**src/hdl/cfd_pkg.sv**
```systemverilog
// Shared types and constants of the constant-fraction pulse timing integrator.
// Used by the channel interfaces, the controller, the datapath and the divider.
// No dependencies.
package cfd_pkg;

    localparam int MAX_SAMPLES_DEF = 256;
    localparam int SAMPLE_W        = 14;
    localparam int TS_W            = 32;
    localparam int CFG_IDX_W       = 3;
    localparam int CFG_DATA_W      = 32;
    localparam int TIME_W          = 48;
    localparam int ENERGY_W        = 48;
    localparam int FULL_W          = 19;
    localparam int TAIL_W          = 18;
    localparam int RATIO_W         = 17;

    // integration window around the peak
    localparam int PRE_SAMPLES  = 4;
    localparam int POST_SAMPLES = 20;
    localparam int TAIL_START   = 5;

    // shared divider and multiplier
    localparam int DIV_NW = 34;
    localparam int DIV_DW = 19;
    localparam int MUL_W  = 33;

    // register reset values
    localparam logic [SAMPLE_W-1:0]   PEDESTAL_RST = '0;
    localparam logic                  POLARITY_RST = 1'b1;
    localparam logic [CFG_DATA_W-1:0] SLOPE_RST    = 32'd65536;
    localparam logic [CFG_DATA_W-1:0] OFFSET_RST   = 32'd0;
    localparam logic [CFG_DATA_W-1:0] TICK_RST     = 32'd655360;
    localparam logic [CFG_DATA_W-1:0] TSHIFT_RST   = 32'd0;

    typedef enum logic [CFG_IDX_W-1:0] {
        CFG_PEDESTAL    = 3'd0,
        CFG_POLARITY    = 3'd1,
        CFG_SLOPE       = 3'd2,
        CFG_OFFSET      = 3'd3,
        CFG_CLOCK_TICK  = 3'd4,
        CFG_TIME_SHIFT  = 3'd5
    } t_cfg_idx;

    typedef enum logic [4:0] {
        OP_IDLE,
        OP_LOAD,
        OP_SCAN_INIT,
        OP_SCAN,
        OP_SUM_INIT,
        OP_SUM,
        OP_WALK_RD,
        OP_RD_S0,
        OP_RD_S1,
        OP_FRAC_START,
        OP_FRAC_TAKE,
        OP_MAG,
        OP_MUL_LO,
        OP_MUL_HI,
        OP_MUL_EN,
        OP_RATIO_START,
        OP_TIME,
        OP_EMIT
    } t_dp_op;

    typedef struct packed {
        logic   in_ready;
        t_dp_op op;
    } t_dp_cmd;

    typedef struct packed {
        logic in_valid;
        logic in_last;
        logic scan_last;
        logic sum_last;
        logic j_zero;
        logic beyond;
        logic div_busy;
        logic out_busy;
    } t_dp_sts;

endpackage

```
**src/hdl/cfd_ctrl.sv**
```systemverilog
// Controller state machine: loads an island, then steps the datapath through
// the analysis of it. Depends on cfd_pkg.
module cfd_ctrl (
    input  logic             i_clk,
    input  logic             i_rst_n,
    input  cfd_pkg::t_dp_sts i_sts,
    output cfd_pkg::t_dp_cmd o_cmd
);
    import cfd_pkg::*;

    typedef enum logic [4:0] {
        S_LOAD, S_SCAN_INIT, S_SCAN, S_SUM_INIT, S_SUM, S_WALK, S_WALK_CHK,
        S_RD_S0, S_RD_S1, S_FRAC_START, S_FRAC_WAIT, S_MAG, S_MUL_LO, S_MUL_HI,
        S_MUL_EN, S_RATIO_START, S_RATIO_WAIT, S_TIME, S_EMIT
    } t_state;

    t_state r_state;
    t_state n_state;

    // step command and next state
    always_comb begin
        n_state        = r_state;
        o_cmd.in_ready = 1'b0;
        o_cmd.op       = OP_IDLE;
        unique case (r_state)
            S_LOAD: begin
                o_cmd.in_ready = 1'b1;
                if (i_sts.in_valid) begin
                    o_cmd.op = OP_LOAD;
                    if (i_sts.in_last) n_state = S_SCAN_INIT;
                end
            end
            S_SCAN_INIT: begin
                o_cmd.op = OP_SCAN_INIT;
                n_state  = S_SCAN;
            end
            S_SCAN: begin
                o_cmd.op = OP_SCAN;
                if (i_sts.scan_last) n_state = S_SUM_INIT;
            end
            S_SUM_INIT: begin
                o_cmd.op = OP_SUM_INIT;
                n_state  = S_SUM;
            end
            S_SUM: begin
                o_cmd.op = OP_SUM;
                if (i_sts.sum_last) n_state = S_WALK;
            end
            S_WALK: begin
                if (i_sts.j_zero) begin
                    n_state = S_RD_S0;
                end else begin
                    o_cmd.op = OP_WALK_RD;
                    n_state  = S_WALK_CHK;
                end
            end
            S_WALK_CHK: begin
                n_state = i_sts.beyond ? S_WALK : S_RD_S0;
            end
            S_RD_S0: begin
                o_cmd.op = OP_RD_S0;
                n_state  = S_RD_S1;
            end
            S_RD_S1: begin
                o_cmd.op = OP_RD_S1;
                n_state  = S_FRAC_START;
            end
            S_FRAC_START: begin
                o_cmd.op = OP_FRAC_START;
                n_state  = S_FRAC_WAIT;
            end
            S_FRAC_WAIT: begin
                if (!i_sts.div_busy) begin
                    o_cmd.op = OP_FRAC_TAKE;
                    n_state  = S_MAG;
                end
            end
            S_MAG: begin
                o_cmd.op = OP_MAG;
                n_state  = S_MUL_LO;
            end
            S_MUL_LO: begin
                o_cmd.op = OP_MUL_LO;
                n_state  = S_MUL_HI;
            end
            S_MUL_HI: begin
                o_cmd.op = OP_MUL_HI;
                n_state  = S_MUL_EN;
            end
            S_MUL_EN: begin
                o_cmd.op = OP_MUL_EN;
                n_state  = S_RATIO_START;
            end
            S_RATIO_START: begin
                o_cmd.op = OP_RATIO_START;
                n_state  = S_RATIO_WAIT;
            end
            S_RATIO_WAIT: begin
                if (!i_sts.div_busy) n_state = S_TIME;
            end
            S_TIME: begin
                o_cmd.op = OP_TIME;
                n_state  = S_EMIT;
            end
            S_EMIT: begin
                if (!i_sts.out_busy) begin
                    o_cmd.op = OP_EMIT;
                    n_state  = S_LOAD;
                end
            end
            default: n_state = S_LOAD;
        endcase
    end

    always_ff @(posedge i_clk) begin
        if (!i_rst_n) begin
            r_state <= S_LOAD;
        end else begin
            r_state <= n_state;
        end
    end

endmodule

```
**config.mk**
```make
export PLATFORM = sky130hd
export DESIGN_NAME = cfd_ctrl
export DESIGN_NICKNAME = d
export VERILOG_FILES = /design/src/hdl/cfd_pkg.sv /design/src/hdl/cfd_ctrl.sv
export SDC_FILE = /design/constraint.sdc
export NUM_CORES = 1
export LEC_CHECK = 0
export ABC_AREA = 1
export BUFFER_PORTS_ARGS = -buffer_cell sky130_fd_sc_hd__buf_4
export CORE_MARGIN = 2
export CORE_UTILIZATION = 44
export DETAILED_ROUTE_END_ITERATION = 7
export PLACE_DENSITY = 0.77
export SLEW_MARGIN = 20
export SYNTH_ARGS = -nofsm -noshare
export SYNTH_HDL_FRONTEND = slang
export SYNTH_SLANG_ARGS = --single-unit
```
**constraint.sdc**
```tcl
create_clock -name i_clk -period 1.6 [get_ports i_clk]
set_input_delay 0.08 -clock i_clk [delete_from_list [all_inputs] [get_ports i_clk]]
set_output_delay 0.08 -clock i_clk [all_outputs]
set_load 0.01 [all_outputs]
```
[Word-level counts from Yosys, hierarchy flattened]
Index checks and enable logic that the tools add are counted.
Storage, ports and cells
  bits of input ports: 10
  register bits: 5
  output and inout bits: 6
  word-level logic and storage cells: 44
Operators by class
  multiplexer cells: 16
  equality and inequality tests: 25
  reductions and logical operators: 2
Operators by type and width (count)
  case mux 5 bit (19 select lines): 1
  case mux 5 bit (17 select lines): 1
  equality test 5 x 4 -> 1 bit (second input constant): 8
  two-way mux 5 bit: 8
  equality test 5 x 3 -> 1 bit (second input constant): 4
  equality test 5 bit (second input constant): 3
  inequality test 2 bit (second input constant): 7
  equality test 5 x 2 -> 1 bit (second input constant): 2
  AND reduction 7 bit: 1
  equality test 5 x 1 -> 1 bit (second input constant): 1
  logical NOT 5 bit: 1
  two-way mux 4 bit: 1
  two-way mux 1 bit: 3
  two-way mux 3 bit: 1
  two-way mux 2 bit: 1

[Logic depth before layout (Yosys ltp)]
Gate-level depths: netlist of the first run.
  word-level depth: 3
  mapped depth: 10
  depth with buffers taken out: 9

[Least setup slack after synthesis of the first run]
No wires, ideal clock.
  path kind: register to output
  from: register r_state[2]
  to: output o_cmd[0] (netlist bit)
  stages on the path, launching flop included: 9
  data arrival time: 1.161 ns
  setup slack: 0.359 ns
  required time: 1.520 ns
  path buffers: 1
  cell sequence: dfxtp_1 -> buf_4 -> inv_2 -> nor2_2 -> inv_1 -> nor2_1 -> a21oi_1 -> and3_1 -> nand3_1
RTL lines
  from (decl): line cfd_ctrl.sv:17  | t_state r_state;
  from (signal assigned): line cfd_ctrl.sv:119  | r_state <= n_state;
  to (decl): line cfd_ctrl.sv:7  | output cfd_pkg::t_dp_cmd o_cmd

==> metrics.csv, run 1 <==
metric,value,unit
cts_made_buffers,3,
clock_power_share,9.7,%
ir_worst_vdd,0.0009294,V
finalNetCount,149,
antenna_cells,0,
worstReg2RegEnd,r_state[4],
fp.dieArea,1834,sq um
worst_slack,59.46,ps
core,1454,sq um
cts_sinks,5,
fin_cells,154,
numPortBuffers,15,
drcViolationCount,0,
finalHoldViolCount,0,
sw_frac_of_total,52.56,%
hold_path_depth,3,
drive_gt1_share,39.13,%
place_ws,181.2,ps
grt_pass1_vias,713,
fillerInstances,144,
drt_iter0_markers,37,
cp_max_fo,6,
fin_skew,0.1310,ps
setup_viol,0,
worst-slew-pin-transition,349.4,ps
grt_usage,20.02,%
design_area,898.4,sq um
initial_core_util,45.61,%
post-route-min-period,1541,ps
finalPower,1.419,mW
internal-power,0.6734,mW
place_inst,149,
routed_wl,1.967,mm
syn_area_per_cell,5.668,sq um
top_regs,r_state (5),
dpl_cell_area,797.0,sq um
r2r-start,r_state[0],
clkTransAtPathRegs,40,ps
min_path_type,input pin to flop,
p_leak,0.4515,nW
fmax,649.1,MHz
cts.hold.buffers_added,0,
reg2reg_slack,120,ps
slowest_delay,360,ps
worst_slew_margin_rel,76.62,%
setup_tns,0,ps
via_per_inst,5.682,
grt_pass1_wl,2.842,mm
crit_chain,inv_2 > nand3_4 > nor2_1 > inv_1 > and3_1 > nand3_1 > buf_4,
cts_tree,yes,
clock_latency,230,ps
grt_overflow,0,
final_common_cell,nand2_1,
layout_common_cells,"nand2_1, buf_4, nor2_1",
cp_slowest_cell,dfxtp_4,
synthesis.instances,117,
fin_hold_ws,100.2,ps
yosysSeqAreaShare,15.09,%
htreeDepth,1,
holdPathEnd,r_state[4],
gp_congestion,0.9628,
antenna_found_initial,0,
synth_seq_cells,5,
via_count,875,
slew_viol_final,0,
firstDrtPassIters,4,
pin_count,16,
largest_register_ffs,5,
critPathCaptureType,primary output,
seqPwrFrac,20.4,%
top_register,r_state,
die_w,42.82,microns
ys_types,24,
grt_max_degree,11,
die_y,42.82,microns
drv_cap,0,
crit_path_start_kind,flop,
switching_power,0.7461,mW
syn_area,663.1,sq um
worstHoldStart,i_rst_n,
core.rowCount,14,
crit_arrival,1460,ps
area_delta_synth_final,35.47,%
root_buffer,clkbuf_4,
hpwlAfterDp,1.396,mm
combinationalPowerShare,69.9,%
cp.required,1520,ps
ant_nets,0,
postLayoutCoreUtil,61.79,%
cts_buffer_depth,2,
powerDensity,1580,nW/um^2
syn-num-nets,127,
yosys_warnings,0,
r2r_cells,6,
criticalPathCategory,flop to primary output,
outcome,finished clean,
fin_crit_sh,96.28,%
post_drt_wl_per_cell,12.77,microns
## power groups by stage
stage                     registers [mW]  clock network, mW  logic, mW
after global placement             0.237                  0      0.901
after CTS                          0.248              0.147      0.913
final                              0.289              0.138      0.992
after global routing               0.296              0.164       1.10
after floorplan                    0.208                  0      0.680
after detailed placement           0.242                  0      0.905
## cell usage after synthesis
| cell type | count | area share [%] |
|---|---|---|
| nand3_1 | 9 | 6.8 |
| o21ai_0 | 2 | 1.5 |
| a211oi_1 | 1 | 1.1 |
| nand2_1 | 29 | 16 |
| and3_1 | 1 | 0.94 |
| nor2_1 | 20 | 11 |
| a31oi_1 | 1 | 0.94 |
| nor3_4 | 1 | 2.5 |
| nor2_4 | 1 | 1.7 |
| o2111ai_1 | 1 | 1.3 |
| buf_4 | 2 | 2.3 |
| nand3b_1 | 1 | 1.1 |
| nor3_1 | 1 | 0.75 |
| o31ai_1 | 2 | 2.3 |
| inv_2 | 4 | 2.3 |
| nor2_8 | 1 | 3.0 |
| nand2_2 | 3 | 2.8 |
| nor2_2 | 4 | 3.8 |
| nand4_1 | 5 | 4.7 |
| a21oi_1 | 8 | 6.0 |
| inv_1 | 13 | 7.4 |
| dfxtp_1 | 5 | 15 |
| clkbuf_8 | 1 | 2.1 |
| nand4_2 | 1 | 1.9 |
## what timing repair did
item	in CTS	in global routing
gates resized for setup	4	20
setup buffers	0	1
pin swaps	0	3
endpoints found under the setup margin	4	4
## critical path, delay by kind of cell, from the launching register on
family                 cells  cell delay, ps
and+or+nand+nor            4             540
DFF                        1             360
buffers and inverters      3             330
## kinds of logic (layout without fill, tap and decap cells)
group / Yosys count / in the layout / synth area share, %
flip-flops: 5 / 5 / 15.09
buffers and inverters: 20 / 41 / 13.96
AO/OA/AOI/OAI: 15 / 15 / 13.21
AND/OR/NAND/NOR: 77 / 77 / 57.73
## how the worst max path moves through the flow
stage                     startpoint         end  slack, ps  cells after the start
after floorplan           r_state[2]    o_cmd[0]        360                      8
after global placement    r_state[0]  r_state[3]        180                      7
after detailed placement  r_state[0]    o_cmd[3]        180                      7
after CTS                 r_state[1]    o_cmd[3]          9                      7
after global routing      r_state[4]    o_cmd[0]        -60                      7
final                     r_state[4]    o_cmd[0]         60                      7
## cell type report
| type | instances | area [sq um] | share of cell area, % |
|---|---|---|---|
| inverter | 17 | 66.31 | 7.382 |
| clock buffer | 4 | 26.28 | 2.925 |
| multi-input combinational | 92 | 519.2 | 57.80 |
| tap | 16 | 20.02 | 2.228 |
| sequential | 5 | 116.4 | 12.95 |
| timing repair buffer | 20 | 150.1 | 16.71 |
## metal layers
layer / wire length (microns) / track usage (%) / vias to the layer above
met3: 133 / 4.255 / 11
met5: 0 / 0 / -
li1: - / - / 426
met2: 950 / 32.12 / 47
met1: 786 / 24.68 / 391
met4: 97 / 10.63 / 0
No activity file was read; power rests on OpenSTA's default activity.
==> run 2: changes to the inputs <==
--- a/config.mk
+++ b/config.mk
@@ -6,11 +6,11 @@
 export NUM_CORES = 1
 export LEC_CHECK = 0
 export ABC_AREA = 1
-export BUFFER_PORTS_ARGS = -buffer_cell sky130_fd_sc_hd__buf_4
 export CORE_MARGIN = 2
 export CORE_UTILIZATION = 44
 export DETAILED_ROUTE_END_ITERATION = 7
-export PLACE_DENSITY = 0.77
+export DONT_BUFFER_PORTS = 1
+export PLACE_DENSITY = 0.68
 export SLEW_MARGIN = 20
 export SYNTH_ARGS = -nofsm -noshare
 export SYNTH_HDL_FRONTEND = slang
==> metrics.csv, run 2 (synthesized netlist as in run 1, its figures left out) <==
metric,value,unit,change
clock_latency,240,ps,about the same
postLayoutCoreUtil,51.20,%,-11 points
fin_crit_sh,93.16,%,-3.1 points
hpwlAfterDp,1.266,mm,-9.3%
routed_wl,1.620,mm,-18%
pin_count,16,,unchanged
grt_overflow,0,,unchanged
fmax,670.9,MHz,+3.4%
outcome,finished clean,,
ir_worst_vdd,0.0007626,V,-18%
via_per_inst,5.536,,-2.6%
top_register,r_state,,
fin_hold_ws,11.79,ps,-88.38 ps
root_buffer,clkbuf_4,,
drcViolationCount,0,,unchanged
fin_skew,4.770,ps,+4.639 ps
core,1454,sq um,unchanged
top_regs,r_state (5),,
r2r_cells,6,,unchanged
area_delta_synth_final,12.26,%,
antenna_cells,0,,unchanged
design_area,744.5,sq um,-17%
firstDrtPassIters,4,,unchanged
setup_viol,0,,unchanged
r2r-start,r_state[4],,
drt_iter0_markers,22,,-41%
drive_gt1_share,22.58,%,-17 points
crit_chain,inv_2 > nor2_2 > nand2_1 > o31ai_1 > inv_1 > o2111ai_1,,
grt_max_degree,11,,unchanged
fp.dieArea,1834,sq um,unchanged
gp_congestion,0.9470,,-1.6%
cts_buffer_depth,2,,unchanged
criticalPathCategory,flop to primary output,,
grt_pass1_vias,642,,-10%
worst-slew-pin-transition,355.1,ps,+5.737 ps
worst_slew_margin_rel,76.08,%,-0.55 points
largest_register_ffs,5,,unchanged
initial_core_util,45.61,%,unchanged
cp-startpoint,r_state[1],,
slowest_delay,370,ps,about the same
slew_viol_final,0,,unchanged
cts_tree,yes,,
finalHoldViolCount,0,,unchanged
place_inst,133,,-11%
hold_path_depth,2,,-1
final_common_cell,nand2_1,,
clkTransAtPathRegs,40,ps,about the same
fillerInstances,162,,+13%
numPortBuffers,0,,-15
die_w,42.82,microns,unchanged
cp_slowest_cell,dfxtp_2,,
finalNetCount,135,,-9.4%
critPathCaptureType,primary output,,
post_drt_wl_per_cell,11.57,microns,-9.4%
grt_pass1_wl,2.642,mm,-7.0%
min_path_type,input pin to flop,,
antenna_found_initial,0,,unchanged
grt_usage,18.88,%,-1.1 points
die_y,42.82,microns,unchanged
finalPower,1.206,mW,-15%
worstHoldStart,i_rst_n,,
cp_max_fo,5,,-1
core.rowCount,14,,unchanged
p_leak,0.3781,nW,-16%
post-route-min-period,1491,ps,-49.95 ps
layout_common_cells,"nand2_1, nor2_1, inv_1",,
drv_cap,0,,unchanged
powerDensity,1620,nW/um^2,+2.6%
ant_nets,0,,unchanged
crit_arrival,1410,ps,-50 ps
cp.required,1520,ps,about the same
fin_cells,140,,-9.1%
crit_path_start_kind,flop,,
htreeDepth,1,,unchanged
dpl_cell_area,676.9,sq um,-15%
cts_sinks,5,,unchanged
cts_made_buffers,3,,unchanged
via_count,775,,-11%
[run 2: final cells by class]
type                            instances  area, sq um  share of cell area, %
Clock buffer                            4        26.28                  3.529
Inverter                               17        63.81                  8.571
Multi-Input combinational cell         92        483.0                  64.87
Sequential cell                         5        103.9                  13.95
Tap cell                               16        20.02                  2.689
Timing Repair Buffer                    6        47.55                  6.387
[run 2: critical path: cells and delay by family, from the launching register on]
family / cells / cell delay [ps]
flip-flops: 1 / 370
AO/OA/AOI/OAI: 2 / 350
AND/OR/NAND/NOR: 2 / 270
buffers and inverters: 2 / 180
[run 2: report_power, final]
group          total, mW  leakage, nW  switching, mW  internal [mW]
logic              0.821        0.321          0.542          0.279
registers          0.239       0.0421         0.0677          0.171
clock network      0.146       0.0150         0.0518         0.0943
total               1.21        0.378          0.662          0.544
[run 2: final timing paths]
kind | end | slack [ps]
worst max-delay path | o_cmd[3] | 110
worst min-delay path | r_state[0] | 10
worst max register to register | r_state[2] | 240
worst min register to register | r_state[1] | 500
[run 2: through the flow]
stage / TNS [ps] / setup slack (ps)
after floorplan: 0 / 359.2
after global placement: 0 / 195.6
after detailed placement: 0 / 199.9
after CTS: -10.22 / -5.723
after global routing: -0.4333 / -0.4333
final: 0 / 109.4
[run 2: routing by layer]
metal | GRT usage, % | share of wire, % | wire length, microns
met3 | 1.277 | 7.8 | 126
met5 | 0 | 0 | 0
met1 | 25.19 | 41 | 668
met2 | 29.39 | 49 | 800
met4 | 11.25 | 1.5 | 25
[run 2: what timing repair did]
item,in CTS,in global routing
gates cloned,0,0
setup buffers,0,2
hold endpoints to repair,1,0
endpoints found under the setup margin,3,4
pin swaps,0,1
hold buffers,1,0
resized for setup,0,6
==> run 3: changes to the inputs <==
--- a/config.mk
+++ b/config.mk
@@ -8,6 +8,7 @@
 export ABC_AREA = 1
 export CORE_MARGIN = 2
 export CORE_UTILIZATION = 44
+export CTS_BUF_LIST = sky130_fd_sc_hd__clkbuf_8
 export DETAILED_ROUTE_END_ITERATION = 7
 export DONT_BUFFER_PORTS = 1
 export PLACE_DENSITY = 0.68
@@ -15,3 +16,4 @@
 export SYNTH_ARGS = -nofsm -noshare
 export SYNTH_HDL_FRONTEND = slang
 export SYNTH_SLANG_ARGS = --single-unit
+export TNS_END_PERCENT = 1
==> metrics.csv, run 3 (synthesized netlist as in run 1, its figures left out) <==
metric,value,unit,change
grt_pass1_wl,2.670,mm,+1.1%
clkTransAtPathRegs,40,ps,about the same
antenna_cells,0,,unchanged
core.rowCount,14,,unchanged
post-route-min-period,1486,ps,-4.864 ps
cts_sinks,5,,unchanged
die_y,42.82,microns,unchanged
post_drt_wl_per_cell,11.68,microns,+0.93%
finalHoldViolCount,0,,unchanged
gp_congestion,0.9470,,unchanged
p_leak,0.3901,nW,+3.2%
cts_buffer_depth,2,,unchanged
drcViolationCount,0,,unchanged
ant_nets,0,,unchanged
root_buffer,clkbuf_8,,
drive_gt1_share,22.58,%,unchanged
fmax,673.1,MHz,+0.33%
grt_pass1_vias,643,,+0.16%
crit_arrival,1410,ps,about the same
finalPower,1.283,mW,+6.4%
crit_chain,inv_2 > nand3_2 > nor2_1 > a31oi_1 > and3_1 > nand3_1,,
criticalPathCategory,flop to primary output,,
initial_core_util,45.61,%,unchanged
critPathCaptureType,primary output,,
fin_crit_sh,92.86,%,-0.30 points
layout_common_cells,"nand2_1, nor2_1, inv_1",,
finalNetCount,135,,unchanged
pin_count,16,,unchanged
htreeDepth,1,,unchanged
cts_made_buffers,3,,unchanged
numPortBuffers,0,,unchanged
largest_register_ffs,5,,unchanged
outcome,finished clean,,
grt_max_degree,11,,unchanged
ir_worst_vdd,0.0007671,V,+0.59%
rsz0062_at_grt,no,,
via_count,773,,-0.26%
drv_cap,0,,unchanged
core,1454,sq um,unchanged
setup_viol,0,,unchanged
drt_iter0_markers,21,,-4.5%
clock_latency,220,ps,-20 ps
top_regs,r_state (5),,
cp.required,1520,ps,about the same
cts_tree,yes,,
slowest_delay,380,ps,about the same
hpwlAfterDp,1.266,mm,unchanged
top_register,r_state,,
min_path_type,input pin to flop,,
via_per_inst,5.521,,-0.26%
routed_wl,1.635,mm,+0.93%
grt_overflow,0,,unchanged
worst_slew_margin_rel,76.05,%,about the same
firstDrtPassIters,4,,unchanged
cp_slowest_cell,dfxtp_1,,
antenna_found_initial,0,,unchanged
die_w,42.82,microns,unchanged
grt_usage,19.41,%,+0.52 points
fin_skew,2.740,ps,-2.030 ps
worst-slew-pin-transition,355.5,ps,+0.3903 ps
powerDensity,1681,nW/um^2,+3.7%
final_common_cell,nand2_1,,
area_delta_synth_final,15.09,%,
crit_path_start_kind,flop,,
cp_max_fo,6,,+1
fp.dieArea,1834,sq um,unchanged
slew_viol_final,0,,unchanged
setup_tns,0,ps,unchanged
==> run 3: critical path, delay by kind of cell, from the launching register on <==
family / cells / cell delay [ps]
flops: 1 / 380
buf+inv: 1 / 100
simple gates: 4 / 500
compound gates: 1 / 200
==> run 3: worst paths after layout <==
| check | startpoint | to | slack [ps] | cells after the start |
|---|---|---|---|---|
| setup / recovery | r_state[4] | o_cmd[0] | 110 | 6 |
| hold / removal | i_rst_n | r_state[3] | 40 | 2 |
| setup reg to reg | r_state[4] | r_state[2] | 240 | 6 |
| hold reg to reg | r_state[1] | r_state[1] | 490 | 2 |
==> run 3: what timing repair did <==
item	4_1_cts	5_1_grt
hold buffers	1	0
hold endpoints to repair	1	0
resized for setup	0	6
buffers inserted	0	2
endpoints found under the setup margin	0	4
==> run 3: per-stage QoR <==
| stage | setup WS [ps] | hold WS [ps] | utilization, % | cell area [sq um] | cells |
|---|---|---|---|---|---|
| 2_1_floorplan | 359.2 | 215.7 | - | 663.1 | 117 |
| 3_3_place_gp | 195.6 | 220.5 | 46.56 | 676.9 | 133 |
| 3_5_place_dp | 199.9 | 227.4 | 46.56 | 676.9 | 133 |
| 4_1_cts | 22.69 | 37.79 | 50.34 | 732.0 | 138 |
| 5_1_grt | 24.69 | 43.27 | 52.50 | 763.2 | 140 |
| 6_report | 114.3 | 38.41 | 52.50 | 763.2 | 140 |
==> run 3: cell type report <==
cell class	count	area (sq um)
Multi-Input combinational cell	92	483.0
Sequential cell	5	103.9
Clock inverter	1	3.754
Tap cell	16	20.02
Timing Repair Buffer	6	47.55
Inverter	17	63.81
Fill cell	158	690.7
Clock buffer	3	41.29
==> run 3: power by group <==
group          switching (mW)  internal [mW]  total (mW)
registers              0.0671          0.172       0.239
logic                   0.541          0.279       0.820
clock network          0.0605          0.164       0.225
==> run 3: layer usage <==
| layer | vias up | routed length [microns] | GRT usage [%] |
|---|---|---|---|
| li1 | 392 | - | - |
| met1 | 344 | 691 | 25.19 |
| met2 | 32 | 798 | 29.39 |
| met3 | 5 | 114 | 3.830 |
| met4 | 0 | 32 | 11.25 |
| met5 | - | 0 | 0 |
